--- config.mk ---
export PLATFORM = sky130hd
export DESIGN_NAME = touch_median_filter_and_scale
export DESIGN_NICKNAME = d
export VERILOG_FILES = /design/src/design/tmfs_pkg.sv /design/src/design/touch_median_filter_and_scale.sv
export VERILOG_INCLUDE_DIRS = /design/src /design/src/design
export SDC_FILE = /design/constraint.sdc
export NUM_CORES = 1
export LEC_CHECK = 0
export BUFFER_PORTS_ARGS = -buffer_cell sky130_fd_sc_hd__buf_2
export CAP_MARGIN = 25
export CORE_MARGIN = 5
export CORE_UTILIZATION = 55
export CTS_CLUSTER_DIAMETER = 120
export DETAILED_ROUTE_END_ITERATION = 8
export PLACE_DENSITY = 0.85
export SYNTH_ARGS = -nofsm -noshare
export SYNTH_HDL_FRONTEND = slang
export SYNTH_SLANG_ARGS = --single-unit
--- constraint.sdc ---
create_clock -name clk -period 5.9 [get_ports clk]
set_input_delay 0.59 -clock clk [delete_from_list [all_inputs] [get_ports clk]]
set_output_delay 0.59 -clock clk [all_outputs]
set_load 0.05 [all_outputs]
--- src/design/assert_macros.svh ---
// ----------------------------------------------------------------------------
// assert_macros.svh
// Concurrent assertion shorthands included by touch_median_filter_and_scale.
// ----------------------------------------------------------------------------
`ifndef ASSERT_MACROS_SVH
`define ASSERT_MACROS_SVH

// Check prop at every rising clock edge outside of reset.
`define ASSERT_CLK(lbl, clk, rstn, prop, msg) \
	lbl: assert property (@(posedge clk) disable iff (!rstn) (prop)) else $error(msg);

// Check that cond never holds at a rising clock edge outside of reset.
`define ASSERT_NEVER(lbl, clk, rstn, cond, msg) \
	lbl: assert property (@(posedge clk) disable iff (!rstn) !(cond)) else $error(msg);

`endif

--- src/design/tmfs_pkg.sv ---
// ----------------------------------------------------------------------------
// tmfs_pkg
// Constants for the touch median filter and range map.
// ----------------------------------------------------------------------------
package tmfs_pkg;

	localparam int BURST_LEN      = 12;
	localparam int MEDIAN_RANK    = 6;
	localparam int OUT_FULL_SCALE = 1023;

	localparam int RAW_W = 12;
	localparam int POS_W = 10;
	localparam int CFG_IDX_W = 2;

	// Rank past the end of the burst picks the largest element.
	localparam int RANK_SEL = (MEDIAN_RANK >= BURST_LEN) ? BURST_LEN - 1 : MEDIAN_RANK;

	localparam int IDX_W     = $clog2(BURST_LEN);
	localparam int CNT_W     = $clog2(BURST_LEN + 1);
	localparam int QUO_W     = $clog2(OUT_FULL_SCALE + 1);
	localparam int NUM_W     = RAW_W + QUO_W;
	localparam int DIV_CNT_W = $clog2(QUO_W);

	localparam logic [RAW_W-1:0] RAW_MAX = {RAW_W{1'b1}};

	// Configuration register indexes
	localparam logic [CFG_IDX_W-1:0] REG_X_MIN = 2'd0;
	localparam logic [CFG_IDX_W-1:0] REG_X_MAX = 2'd1;
	localparam logic [CFG_IDX_W-1:0] REG_Y_MIN = 2'd2;
	localparam logic [CFG_IDX_W-1:0] REG_Y_MAX = 2'd3;

endpackage

--- src/design/touch_median_filter_and_scale.sv ---
// ----------------------------------------------------------------------------
// touch_median_filter_and_scale
// Collects bursts of X/Y ADC pairs, picks the rank median per axis and maps
// it linearly from the configured range onto 0..1023, clamped at both ends.
// ----------------------------------------------------------------------------
//  channel  | direction | handshake           | payload
//  ---------+-----------+---------------------+------------------------------
//  in       | sink      | in_valid / in_stall | x_sample, y_sample (12 b)
//  out      | source    | out_valid/out_stall | x_pos, y_pos (10 b)
//  cfg      | sink      | cfg_wr_en           | cfg_index (2 b), cfg_data (12 b)
//
// A word is taken every cycle while a burst fills. After the last word of a
// burst the sample memory is swept once per candidate (LOAD, CAND, SCAN, EVAL;
// at most 12 candidates) on its single read port, then a map step, 10
// restoring divide steps and a hand-off, with in_stall held meanwhile and
// longer while the previous result still waits on out_stall.
// A result waiting on out_stall does not block the next burst's collection.
// Reset clears control and sets both ranges to 0..4095; sample memory needs none.
// ----------------------------------------------------------------------------
`include "assert_macros.svh"

module touch_median_filter_and_scale (
	input  logic                          clk,
	input  logic                          arst_n,
	input  logic                          in_valid,
	output logic                          in_stall,
	input  logic [tmfs_pkg::RAW_W-1:0]    x_sample,
	input  logic [tmfs_pkg::RAW_W-1:0]    y_sample,
	output logic                          out_valid,
	input  logic                          out_stall,
	output logic [tmfs_pkg::POS_W-1:0]    x_pos,
	output logic [tmfs_pkg::POS_W-1:0]    y_pos,
	input  logic                          cfg_wr_en,
	input  logic [tmfs_pkg::CFG_IDX_W-1:0] cfg_index,
	input  logic [tmfs_pkg::RAW_W-1:0]    cfg_data
);
	import tmfs_pkg::*;

	typedef enum logic [6:0] {
		S_COLLECT = 7'b0000001,
		S_LOAD    = 7'b0000010,
		S_CAND    = 7'b0000100,
		S_SCAN    = 7'b0001000,
		S_EVAL    = 7'b0010000,
		S_MAP     = 7'b0100000,
		S_DIV     = 7'b1000000
	} state_t;

	// S_DIV finishes into a result hand-off, tracked by done_q
	state_t state_q;
	logic   done_q;

	logic [CNT_W-1:0]     cnt_q;
	logic [IDX_W-1:0]     cand_idx_q;
	logic [CNT_W-1:0]     scan_idx_q;
	logic [DIV_CNT_W-1:0] div_cnt_q;
	logic [1:0]           found_q;
	logic                 out_valid_q;
	logic [POS_W-1:0]     x_pos_q;
	logic [POS_W-1:0]     y_pos_q;

	logic [RAW_W-1:0] lo_q [2];
	logic [RAW_W-1:0] hi_q [2];

	logic [2*RAW_W-1:0] sample_mem [BURST_LEN];
	logic [2*RAW_W-1:0] rdata_q;
	logic [IDX_W-1:0]   rd_addr;

	logic [RAW_W-1:0] cand_q [2];
	logic [RAW_W-1:0] med_q [2];
	logic [CNT_W-1:0] lt_q [2];
	logic [CNT_W-1:0] le_q [2];
	logic [RAW_W-1:0] rem_q [2];
	logic [QUO_W-1:0] quo_q [2];
	logic [RAW_W-1:0] dvs_q [2];
	logic [1:0]       zero_q;
	logic [1:0]       sat_q;

	logic [RAW_W-1:0] rd_raw [2];
	logic [1:0]       hit;
	logic [RAW_W-1:0] diff [2];
	logic [NUM_W-1:0] num [2];
	logic [RAW_W:0]   shifted [2];
	logic [RAW_W:0]   trial [2];
	logic [1:0]       ge;
	logic [QUO_W-1:0] res [2];

	logic in_acc;
	logic out_load;

	assign in_stall  = (state_q != S_COLLECT) || done_q;
	assign in_acc    = in_valid && !in_stall;
	assign out_valid = out_valid_q;
	assign x_pos     = x_pos_q;
	assign y_pos     = y_pos_q;
	assign out_load  = done_q && (!out_valid_q || !out_stall);

	assign rd_raw[0] = rdata_q[2*RAW_W-1:RAW_W];
	assign rd_raw[1] = rdata_q[RAW_W-1:0];

	always_comb begin
		if (state_q == S_LOAD) begin
			rd_addr = cand_idx_q;
		end else if (scan_idx_q < CNT_W'(BURST_LEN)) begin
			rd_addr = scan_idx_q[IDX_W-1:0];
		end else begin
			rd_addr = '0;
		end
	end

	always_comb begin
		for (int a = 0; a < 2; a++) begin
			hit[a] = !found_q[a] && (lt_q[a] <= CNT_W'(RANK_SEL)) &&
				(le_q[a] > CNT_W'(RANK_SEL));
			diff[a]    = med_q[a] - lo_q[a];
			num[a]     = NUM_W'(diff[a]) * NUM_W'(OUT_FULL_SCALE);
			shifted[a] = {rem_q[a], quo_q[a][QUO_W-1]};
			trial[a]   = shifted[a] - {1'b0, dvs_q[a]};
			ge[a]      = shifted[a] >= {1'b0, dvs_q[a]};
			if (zero_q[a]) begin
				res[a] = '0;
			end else if (sat_q[a]) begin
				res[a] = QUO_W'(OUT_FULL_SCALE);
			end else begin
				res[a] = quo_q[a];
			end
		end
	end

	// Sample memory: one write port for collection, one registered read port
	always_ff @(posedge clk) begin
		rdata_q <= sample_mem[rd_addr];
		if (in_acc) begin
			sample_mem[cnt_q[IDX_W-1:0]] <= {x_sample, y_sample};
		end
	end

	// Median search and divider datapath
	always_ff @(posedge clk) begin
		case (state_q)
			S_CAND: begin
				for (int a = 0; a < 2; a++) begin
					cand_q[a] <= rd_raw[a];
					lt_q[a]   <= '0;
					le_q[a]   <= '0;
				end
			end
			S_SCAN: begin
				for (int a = 0; a < 2; a++) begin
					if (rd_raw[a] < cand_q[a]) begin
						lt_q[a] <= lt_q[a] + CNT_W'(1);
					end
					if (rd_raw[a] <= cand_q[a]) begin
						le_q[a] <= le_q[a] + CNT_W'(1);
					end
				end
			end
			S_EVAL: begin
				for (int a = 0; a < 2; a++) begin
					if (hit[a]) begin
						med_q[a] <= cand_q[a];
					end
				end
			end
			S_MAP: begin
				for (int a = 0; a < 2; a++) begin
					zero_q[a] <= (hi_q[a] <= lo_q[a]) || (med_q[a] <= lo_q[a]);
					sat_q[a]  <= med_q[a] >= hi_q[a];
					dvs_q[a]  <= hi_q[a] - lo_q[a];
					rem_q[a]  <= num[a][NUM_W-1:QUO_W];
					quo_q[a]  <= num[a][QUO_W-1:0];
				end
			end
			S_DIV: begin
				if (!done_q) begin
					for (int a = 0; a < 2; a++) begin
						rem_q[a] <= ge[a] ? trial[a][RAW_W-1:0] : shifted[a][RAW_W-1:0];
						quo_q[a] <= {quo_q[a][QUO_W-2:0], ge[a]};
					end
				end
			end
			default: begin
			end
		endcase
	end

	always_ff @(posedge clk or negedge arst_n) begin
		if (!arst_n) begin
			state_q     <= S_COLLECT;
			done_q      <= 1'b0;
			cnt_q       <= '0;
			cand_idx_q  <= '0;
			scan_idx_q  <= '0;
			div_cnt_q   <= '0;
			found_q     <= '0;
			out_valid_q <= 1'b0;
			x_pos_q     <= '0;
			y_pos_q     <= '0;
			lo_q[0]     <= '0;
			hi_q[0]     <= RAW_MAX;
			lo_q[1]     <= '0;
			hi_q[1]     <= RAW_MAX;
		end else begin
			if (cfg_wr_en) begin
				case (cfg_index)
					REG_X_MIN: lo_q[0] <= cfg_data;
					REG_X_MAX: hi_q[0] <= cfg_data;
					REG_Y_MIN: lo_q[1] <= cfg_data;
					REG_Y_MAX: hi_q[1] <= cfg_data;
					default: begin
					end
				endcase
			end

			if (out_load) begin
				out_valid_q <= 1'b1;
				x_pos_q     <= POS_W'(res[0]);
				y_pos_q     <= POS_W'(res[1]);
			end else if (out_valid_q && !out_stall) begin
				out_valid_q <= 1'b0;
			end

			case (state_q)
				S_COLLECT: begin
					if (in_acc) begin
						if (cnt_q == CNT_W'(BURST_LEN - 1)) begin
							cnt_q      <= '0;
							cand_idx_q <= '0;
							found_q    <= '0;
							state_q    <= S_LOAD;
						end else begin
							cnt_q <= cnt_q + CNT_W'(1);
						end
					end
				end
				S_LOAD: begin
					scan_idx_q <= '0;
					state_q    <= S_CAND;
				end
				S_CAND: begin
					scan_idx_q <= CNT_W'(1);
					state_q    <= S_SCAN;
				end
				S_SCAN: begin
					scan_idx_q <= scan_idx_q + CNT_W'(1);
					if (scan_idx_q == CNT_W'(BURST_LEN)) begin
						state_q <= S_EVAL;
					end
				end
				S_EVAL: begin
					found_q <= found_q | hit;
					// Stop once both axes have their median, or after the last candidate
					if ((&(found_q | hit)) || (cand_idx_q == IDX_W'(BURST_LEN - 1))) begin
						state_q <= S_MAP;
					end else begin
						cand_idx_q <= cand_idx_q + IDX_W'(1);
						state_q    <= S_LOAD;
					end
				end
				S_MAP: begin
					div_cnt_q <= '0;
					state_q   <= S_DIV;
				end
				S_DIV: begin
					if (done_q) begin
						if (out_load) begin
							done_q  <= 1'b0;
							state_q <= S_COLLECT;
						end
					end else if (div_cnt_q == DIV_CNT_W'(QUO_W - 1)) begin
						done_q <= 1'b1;
					end else begin
						div_cnt_q <= div_cnt_q + DIV_CNT_W'(1);
					end
				end
				default: begin
					state_q <= S_COLLECT;
				end
			endcase
		end
	end

	`ASSERT_CLK(a_last_word_starts_search, clk, arst_n,
		in_acc && (cnt_q == CNT_W'(BURST_LEN - 1)) |=> (state_q == S_LOAD) && (cnt_q == '0),
		"last word of a burst did not start the median search")
	`ASSERT_CLK(a_map_has_medians, clk, arst_n,
		(state_q == S_MAP) |-> (found_q == 2'b11),
		"range map entered without a median on both axes")
	`ASSERT_CLK(a_result_from_divider, clk, arst_n,
		$rose(out_valid_q) |-> $past(done_q && (state_q == S_DIV)),
		"result raised without a finished divide")
	`ASSERT_NEVER(a_stall_while_busy, clk, arst_n,
		in_acc && done_q,
		"word taken while a result hand-off is pending")

endmodule

==> results.ini, run 1 <==
[final_layout]
layout_common_cells = edfxtp_1 (424), inv_1 (260), buf_4 (253)
drive_above_1_share_pct = 25.8
syn_to_final_growth_pct = 19.4
layout_commonest_cell = edfxtp_1
final_nets = 3163
final_util_pct = 66.0
nFillCells = 3750

[global_routing]
grt_max_degree = 73
grt_use_total_pct = 24.0
grt_overflow_total = 0
grt_pass1_vias = 21800
antenna_found_initial = 6
grt_pass1_wl_um = 117000

[flow_run]
cap_violations = 0

[timing]
min_period_over_period_pct = 106
slew_headroom_pct = 33.6
grt_setup_unrepaired = true
max_freq_mhz = 160
finClkSkew_ps = 33.6
hold_viol = 0
setup-violations-final = 20
slew_violations = 0
setup_slack_ps = -357
period_needed_ps = 6260
tightestPinTransition_ps = 992
fin_setup_tns_ps = -4470

[worst_setup_path]
crit_required_ps = 6240
worstSetupPathType = reg -> reg
cpPeakStageDelay_ps = 560
critical_path_buf_inv_count = 5
cp-end-kind = register
crit_path_start_kind = register
worstPathArrival_ps = 6590
critPathSlowestCell = fa_2
cp_common_cell = fa_1
critical_path.top_delay_family = adder cells
worstPathMaxFanout = 4

[outcome]
outcome = finished with violations
failed_checks = setup timing

[synthesis]
ys.flop_type = edfxtp_1
synth_area_um2 = 31000
yosysSeqAreaShare_pct = 50.3
synth-edff-count = 424
ys_warn_count = 0
synth_fp_nets = 2828
synth-seq-cells = 543
netlist_instances = 2428
synth_cell_types = 82
ys_async_sr_fraction_pct = 17.5
synth_area_per_cell_um2 = 12.8

[drt]
firstDrtPassIters = 5
antenna_left = 0
first_iter_violations = 1584
drc = 0
drt_wl_total_um = 75600
viasPerCell = 5.84
wl_per_cell_um = 21.2
vias = 20900

[clock_network]
cts_tree = done
cts_max_level = 2
cts_max_path_buffers = 3
root_buffer = clkbuf_16
numCtsBuffers = 54
clk_pin_slew_ps = 70
clock_latency_ps = 630
numClockSinks = 543

[floorplan]
rows = 87
coreArea_um2 = 56200
io_pins = 65
start_util_pct = 55.3
die_area_um2 = 61300
die_x_um = 248
die_h_um = 248

[placement]
place_congestion = 0.911
io_buffers = 64
hpwl_um = 50800

[hold_path]
min_path_type = in -> reg

[layer usage]
layer	vias to the layer above	track usage, %	wire [µm]
met5	-	0	12
met4	2	7.72	2430
met3	188	3.68	4610
met2	803	42.7	38800
met1	10400	30.3	29800
li1	9471	-	-
[synthesized netlist by cell type (10+ instances only)]
cell type,instances,area share [%]
mux2_2,39,1.4
dfxtp_1,24,1.5
a21o_1,64,1.5
o31ai_1,29,0.70
and3_1,17,0.34
nor3_1,27,0.44
mux2i_1,45,1.5
a211oi_1,10,0.24
dfstp_2,25,2.1
nand3_1,36,0.58
nand2b_1,26,0.52
o21bai_1,12,0.29
xnor2_1,95,2.7
nand4_1,23,0.46
xor2_1,53,1.5
nand2_1,119,1.4
nor2b_1,29,0.58
mux4_1,18,1.5
o211ai_1,11,0.27
inv_1,283,3.4
o21a_1,15,0.36
dfrtp_1,70,5.6
mux4_2,54,3.9
o21ai_0,81,1.3
edfxtp_1,424,41
fa_1,93,6.0
clkbuf_1,24,0.29
ha_1,264,11
nor2_1,144,1.7
a21oi_1,131,2.1
[layout make-up]
class,count,area [µm²],share of cell area (%)
flip-flops and latches,543,15600,42.2
multi-input cells,1549,15100,40.8
repair buffers,332,2440,6.60
clock buffers,82,1580,4.26
inverters,283,1060,2.87
well taps,756,946,2.55
clock inverters,20,255,0.689
diodes,7,17.5,0.0473
[sequential cells by signal, summed over array words and instances, names as in the netlist]
| signal | cells |
|---|---|
| scan_idx_q | 4 |
| quo_q | 20 |
| found_q | 2 |
| rem_q | 24 |
| zero_q | 2 |
| out_valid | 1 |
| rd_raw | 24 |
| div_cnt_q | 4 |
| lo_q | 24 |
| dvs_q | 24 |
| state_q | 7 |
| sat_q | 2 |
| lt_q | 8 |
| x_pos | 10 |
| hi_q | 24 |
| le_q | 8 |
| done_q | 1 |
| sample_mem | 288 |
| cnt_q | 4 |
| y_pos | 10 |
| med_q | 24 |
| cand_idx_q | 4 |
| cand_q | 24 |
[through the flow]
step	hold slack [ps]	area [µm²]	cells	worst slack, ps
after floorplan	294	31400	2428	-153
after global placement	420	34200	3420	-217
after detailed placement	425	34200	3421	-299
after CTS	209	36500	3549	-167
after global routing	244	37000	3566	-603
final	252	37100	3572	-357
[worst paths after layout]
check                           depth (start not counted)                    start                     end  slack (ps)
max in group asynchronous                               3                   arst_n    lo_q[13]$_DFFE_PN0P_        4230
worst max-delay path                                   27      lo_q[0]$_DFFE_PN0P_  rem_q[0][18]$_DFFE_PP_        -360
worst max register to register                         27      lo_q[0]$_DFFE_PN0P_  rem_q[0][18]$_DFFE_PP_        -360
worst min register to register                          0  cand_q[0][21]$_DFFE_PP_  med_q[0][21]$_DFFE_PP_         440
min in group asynchronous                               2                   arst_n    x_pos[6]$_DFFE_PN0P_         420
worst min-delay path                                    3              cfg_data[3]    lo_q[15]$_DFFE_PN0P_         250
[worst min-delay path, cell delays in order]
cell,delay [ps]
buf_2,120
nand2_1,50
o21ai_0,60
[repair_timing]
| item | 4_1_cts | 5_1_grt |
|---|---|---|
| buffers inserted | 25 | 14 |
| pin swaps | 56 | 55 |
| endpoints found under the setup margin | 22 | 27 |
| hold buffers | 1 | 0 |
| hold endpoints to repair | 23 | 0 |
| resized for setup | 69 | 76 |
[cells by family (layout without fill, tap and decap cells)]
family | after synthesis | count (layout) | synth area share [%]
flops | 543 | 543 | 50.3
compound gates | 412 | 412 | 8.58
other cells | 0 | 7 | 0
buf+inv | 336 | 717 | 4.45
simple gates | 474 | 474 | 7.38
fa+ha+maj | 357 | 357 | 16.6
xor+xnor | 150 | 150 | 4.30
mux | 156 | 156 | 8.31
Power of run 1 is left out: the tool's default activity adds up to more than one toggle a clock period on the data nets, which glitch-free logic cannot reach.
==> inputs of run 2 (changes only) <==
--- a/config.mk
+++ b/config.mk
@@ -6,13 +6,14 @@
 export SDC_FILE = /design/constraint.sdc
 export NUM_CORES = 1
 export LEC_CHECK = 0
+export ABC_AREA = 1
 export BUFFER_PORTS_ARGS = -buffer_cell sky130_fd_sc_hd__buf_2
 export CAP_MARGIN = 25
 export CORE_MARGIN = 5
 export CORE_UTILIZATION = 55
 export CTS_CLUSTER_DIAMETER = 120
 export DETAILED_ROUTE_END_ITERATION = 8
-export PLACE_DENSITY = 0.85
+export PLACE_DENSITY = 0.82
 export SYNTH_ARGS = -nofsm -noshare
 export SYNTH_HDL_FRONTEND = slang
 export SYNTH_SLANG_ARGS = --single-unit
==> constraint.sdc (replaced) <==
create_clock -name clk -period 7.45 [get_ports clk]
set_input_delay 0.745 -clock clk [delete_from_list [all_inputs] [get_ports clk]]
set_output_delay 0.745 -clock clk [all_outputs]
set_load 0.05 [all_outputs]
==> run 2 against run 1 <==
Net effect:
- the flow now finishes without violations
- cell area is 3.8% lower
- largest cell class unchanged
- die area grew 4.3%
- utilization down 5.2 points
- setup slack better by 1200 ps
- flip-flop and latch count unchanged
==> results.ini, run 2 <==
[synthesis]
synth_compound_area_share_pct = 7.86  ; -0.72 points
synth_area_leaders = edfxtp_1 (39%), ha_1 (10%), nand2_1 (9.8%)
synth_top_family_by_area = simple AND/OR/NAND/NOR gates
synth_top_area_share_pct = 39.3  ; -1.8 points
netlist_instances = 3518  ; +45%
yosysSeqAreaShare_pct = 48.2  ; -2.2 points
yosys.area_share.simple_pct = 17.8  ; +10 points
synth_top_area_cell = edfxtp_1
synth-seq-cells = 543  ; unchanged
muxShareOfSynthArea_pct = 0  ; -8.3 points
synthXorXnorAreaFrac_pct = 2.21  ; -2.1 points
synth_cell_types = 48  ; -41%
synth-edff-count = 424  ; unchanged
ys_async_sr_fraction_pct = 17.5  ; unchanged
yosysMostFrequentCell = nand2_1
ys_warn_count = 0  ; unchanged
synth_area_um2 = 32400  ; +4.5%
synth_fp_nets = 3918  ; +39%
synthAdderAreaFrac_pct = 15.9  ; -0.72 points
ys.flop_type = edfxtp_1
yosys-top-cells-count = nand2_1 (848), inv_1 (590), edfxtp_1 (424), ha_1 (264), nand3_1 (261)
synth_area_per_cell_um2 = 9.22  ; -28%

[drt]
wl_per_cell_um = 17.2  ; -19%
first_iter_violations = 2133  ; +35%
drc = 0  ; unchanged
drt_wl_total_um = 75700  ; about the same
antenna_left = 0  ; unchanged
vias = 24300  ; +16%
viasPerCell = 5.52  ; -5.5%
firstDrtPassIters = 8  ; +3

[final_layout]
largest_reg_flops = 288  ; unchanged
final_nets = 3984  ; +26%
layout_commonest_cell = nand2_1
final_util_pct = 60.7  ; -5.2 points
drive_above_1_share_pct = 6.61  ; -19 points
syn_to_final_growth_pct = 9.88
layout_common_cells = nand2_1 (847), inv_1 (590), edfxtp_1 (424)

[floorplan]
die_area_um2 = 63900  ; +4.3%
coreArea_um2 = 58700  ; +4.5%
io_pins = 65  ; unchanged
rows = 89  ; +2.3%
die_x_um = 253  ; +2.1%
die_h_um = 253  ; +2.1%
start_util_pct = 55.3  ; about the same

[timing]
tightestPinTransition_ps = 1030  ; +33.8 ps
min_period_over_period_pct = 88.3  ; -18 points
period_needed_ps = 6580  ; +321 ps
max_freq_mhz = 152  ; -4.9%
hold_viol = 0  ; unchanged
timing.hold.ws_ps = 9.00  ; -243 ps
setup_slack_ps = 872  ; +1230 ps
setup-violations-final = 0  ; -100%
slew_headroom_pct = 31.4  ; -2.2 points
finClkSkew_ps = 25.6  ; -7.99 ps
grt_setup_unrepaired = false
slew_violations = 0  ; unchanged
fin_setup_tns_ps = 0  ; +4470 ps

[worst_setup_path]
r2r-start = lo_q[0]$_DFFE_PN0P_
worstSetupPathType = reg -> reg
cp-end-kind = register
crit_required_ps = 7840  ; +1600 ps
cp-startpoint = lo_q[0]$_DFFE_PN0P_
crit_path_start_kind = register
worstPathArrival_ps = 6960  ; +370 ps
worstPathMaxFanout = 6  ; +2

[clock_network]
cts_max_level = 2  ; unchanged
post_cts_buffers = 0  ; -100%
cts_hold_buf = 0  ; -1
clock_latency_ps = 640  ; about the same
root_buffer = clkbuf_16
cts_resized = 0  ; -100%
numCtsBuffers = 53  ; -1.9%
clk_pin_slew_ps = 70  ; about the same
cts_tree = done
numClockSinks = 543  ; unchanged
cts_max_path_buffers = 3  ; unchanged

[placement]
io_buffers = 64  ; unchanged
pre_cts_slack_ps = 986  ; +1280 ps
hpwl_um = 51800  ; +2.1%
place_congestion = 0.924  ; +1.4%

[hold_path]
min_path_type = in -> async

[outcome]
outcome = complete, no violations

[global_routing]
grt_max_degree = 110  ; +51%
grt_pass1_wl_um = 121000  ; +3.4%
grt_pass1_vias = 23900  ; +9.8%
grt_use_total_pct = 23.2  ; -0.85 points
grt_overflow_total = 0  ; unchanged
antenna_found_initial = 2  ; -4

[flow_run]
cap_violations = 0  ; unchanged

==> run 2: changes by cell type in the layout (fill, tap and decap cells not counted), sizes merged, moves of 60 or more <==
| cell | previous run | this run |
|---|---|---|
| o21ai | 84 | 253 |
| inv | 285 | 597 |
| mux4 | 72 | 0 |
| buf | 331 | 92 |
| nand3 | 37 | 261 |
| nand2 | 119 | 851 |
| xnor2 | 95 | 35 |
==> run 2: worst paths after layout <==
path | endpoint | slack [ps] | cells past startpoint
setup / recovery | rem_q[0][22]$_DFFE_PP_ | 870 | 26
hold / removal | y_pos[9]$_DFFE_PN0P_ | 9 | 1
setup reg to reg | rem_q[0][22]$_DFFE_PP_ | 870 | 26
hold reg to reg | cand_q[0][0]$_DFFE_PP_ | 430 | 0
max in group asynchronous | cnt_q[3]$_DFFE_PN0P_ | 6190 | 2
min in group clk | out_valid$_DFFE_PN0P_ | 370 | 3
==> run 2: logic make-up after synthesis <==
group           after synthesis
simple gates               1390
fa+ha+maj                   357
buf+inv                     677
compound gates              469
flops                       543
xor+xnor                     82
==> run 2: critical path, stage by stage, from the launching register on <==
cell and delay (ps):
dfrtp_1 420, ha_1 240, fa_1 400, nand3b_1 190, nand2_1 120, nand2_1 90
nand2_1 160, nand3_1 120, nand2_1 110, xor2_1 480, ha_1 390, fa_1 580
fa_1 440, fa_1 540, inv_1 50, fa_1 500, inv_1 40, ha_1 360
nand2_1 110, nor2_1 150, nand4_1 80, o21ai_0 370, nand2_1 130, inv_1 70
o21ai_0 70, nand3_1 70, nand2_1 50
==> run 2: cell type report <==
| class | instances | area, µm² |
|---|---|---|
| clock inverters | 24 | 332 |
| well taps | 773 | 967 |
| inverters | 596 | 2240 |
| multi-input cells | 2298 | 14300 |
| clock buffers | 76 | 1520 |
| repair buffers | 92 | 673 |
| flip-flops and latches | 543 | 15600 |
| diodes | 1 | 2.50 |
| fillers | 4589 | 23000 |
==> run 2: routing by layer <==
metal / global-route usage [%] / share of wire (%) / vias to the layer above
met5: 0 / 0.016 / -
met4: 6.86 / 2.7 / 2
met3: 3.81 / 7.8 / 167
met2: 39.7 / 49 / 975
met1: 30.7 / 41 / 11500
li1: - / - / 11700
==> run 2: metrics by stage <==
step	instances	cell area (µm²)
after CTS	4397	35500
after floorplan	3518	32400
after global routing	4402	35600
final	4403	35600
after detailed placement	4297	33600
after global placement	4295	33600
Power of run 2 is left out for the same reason.
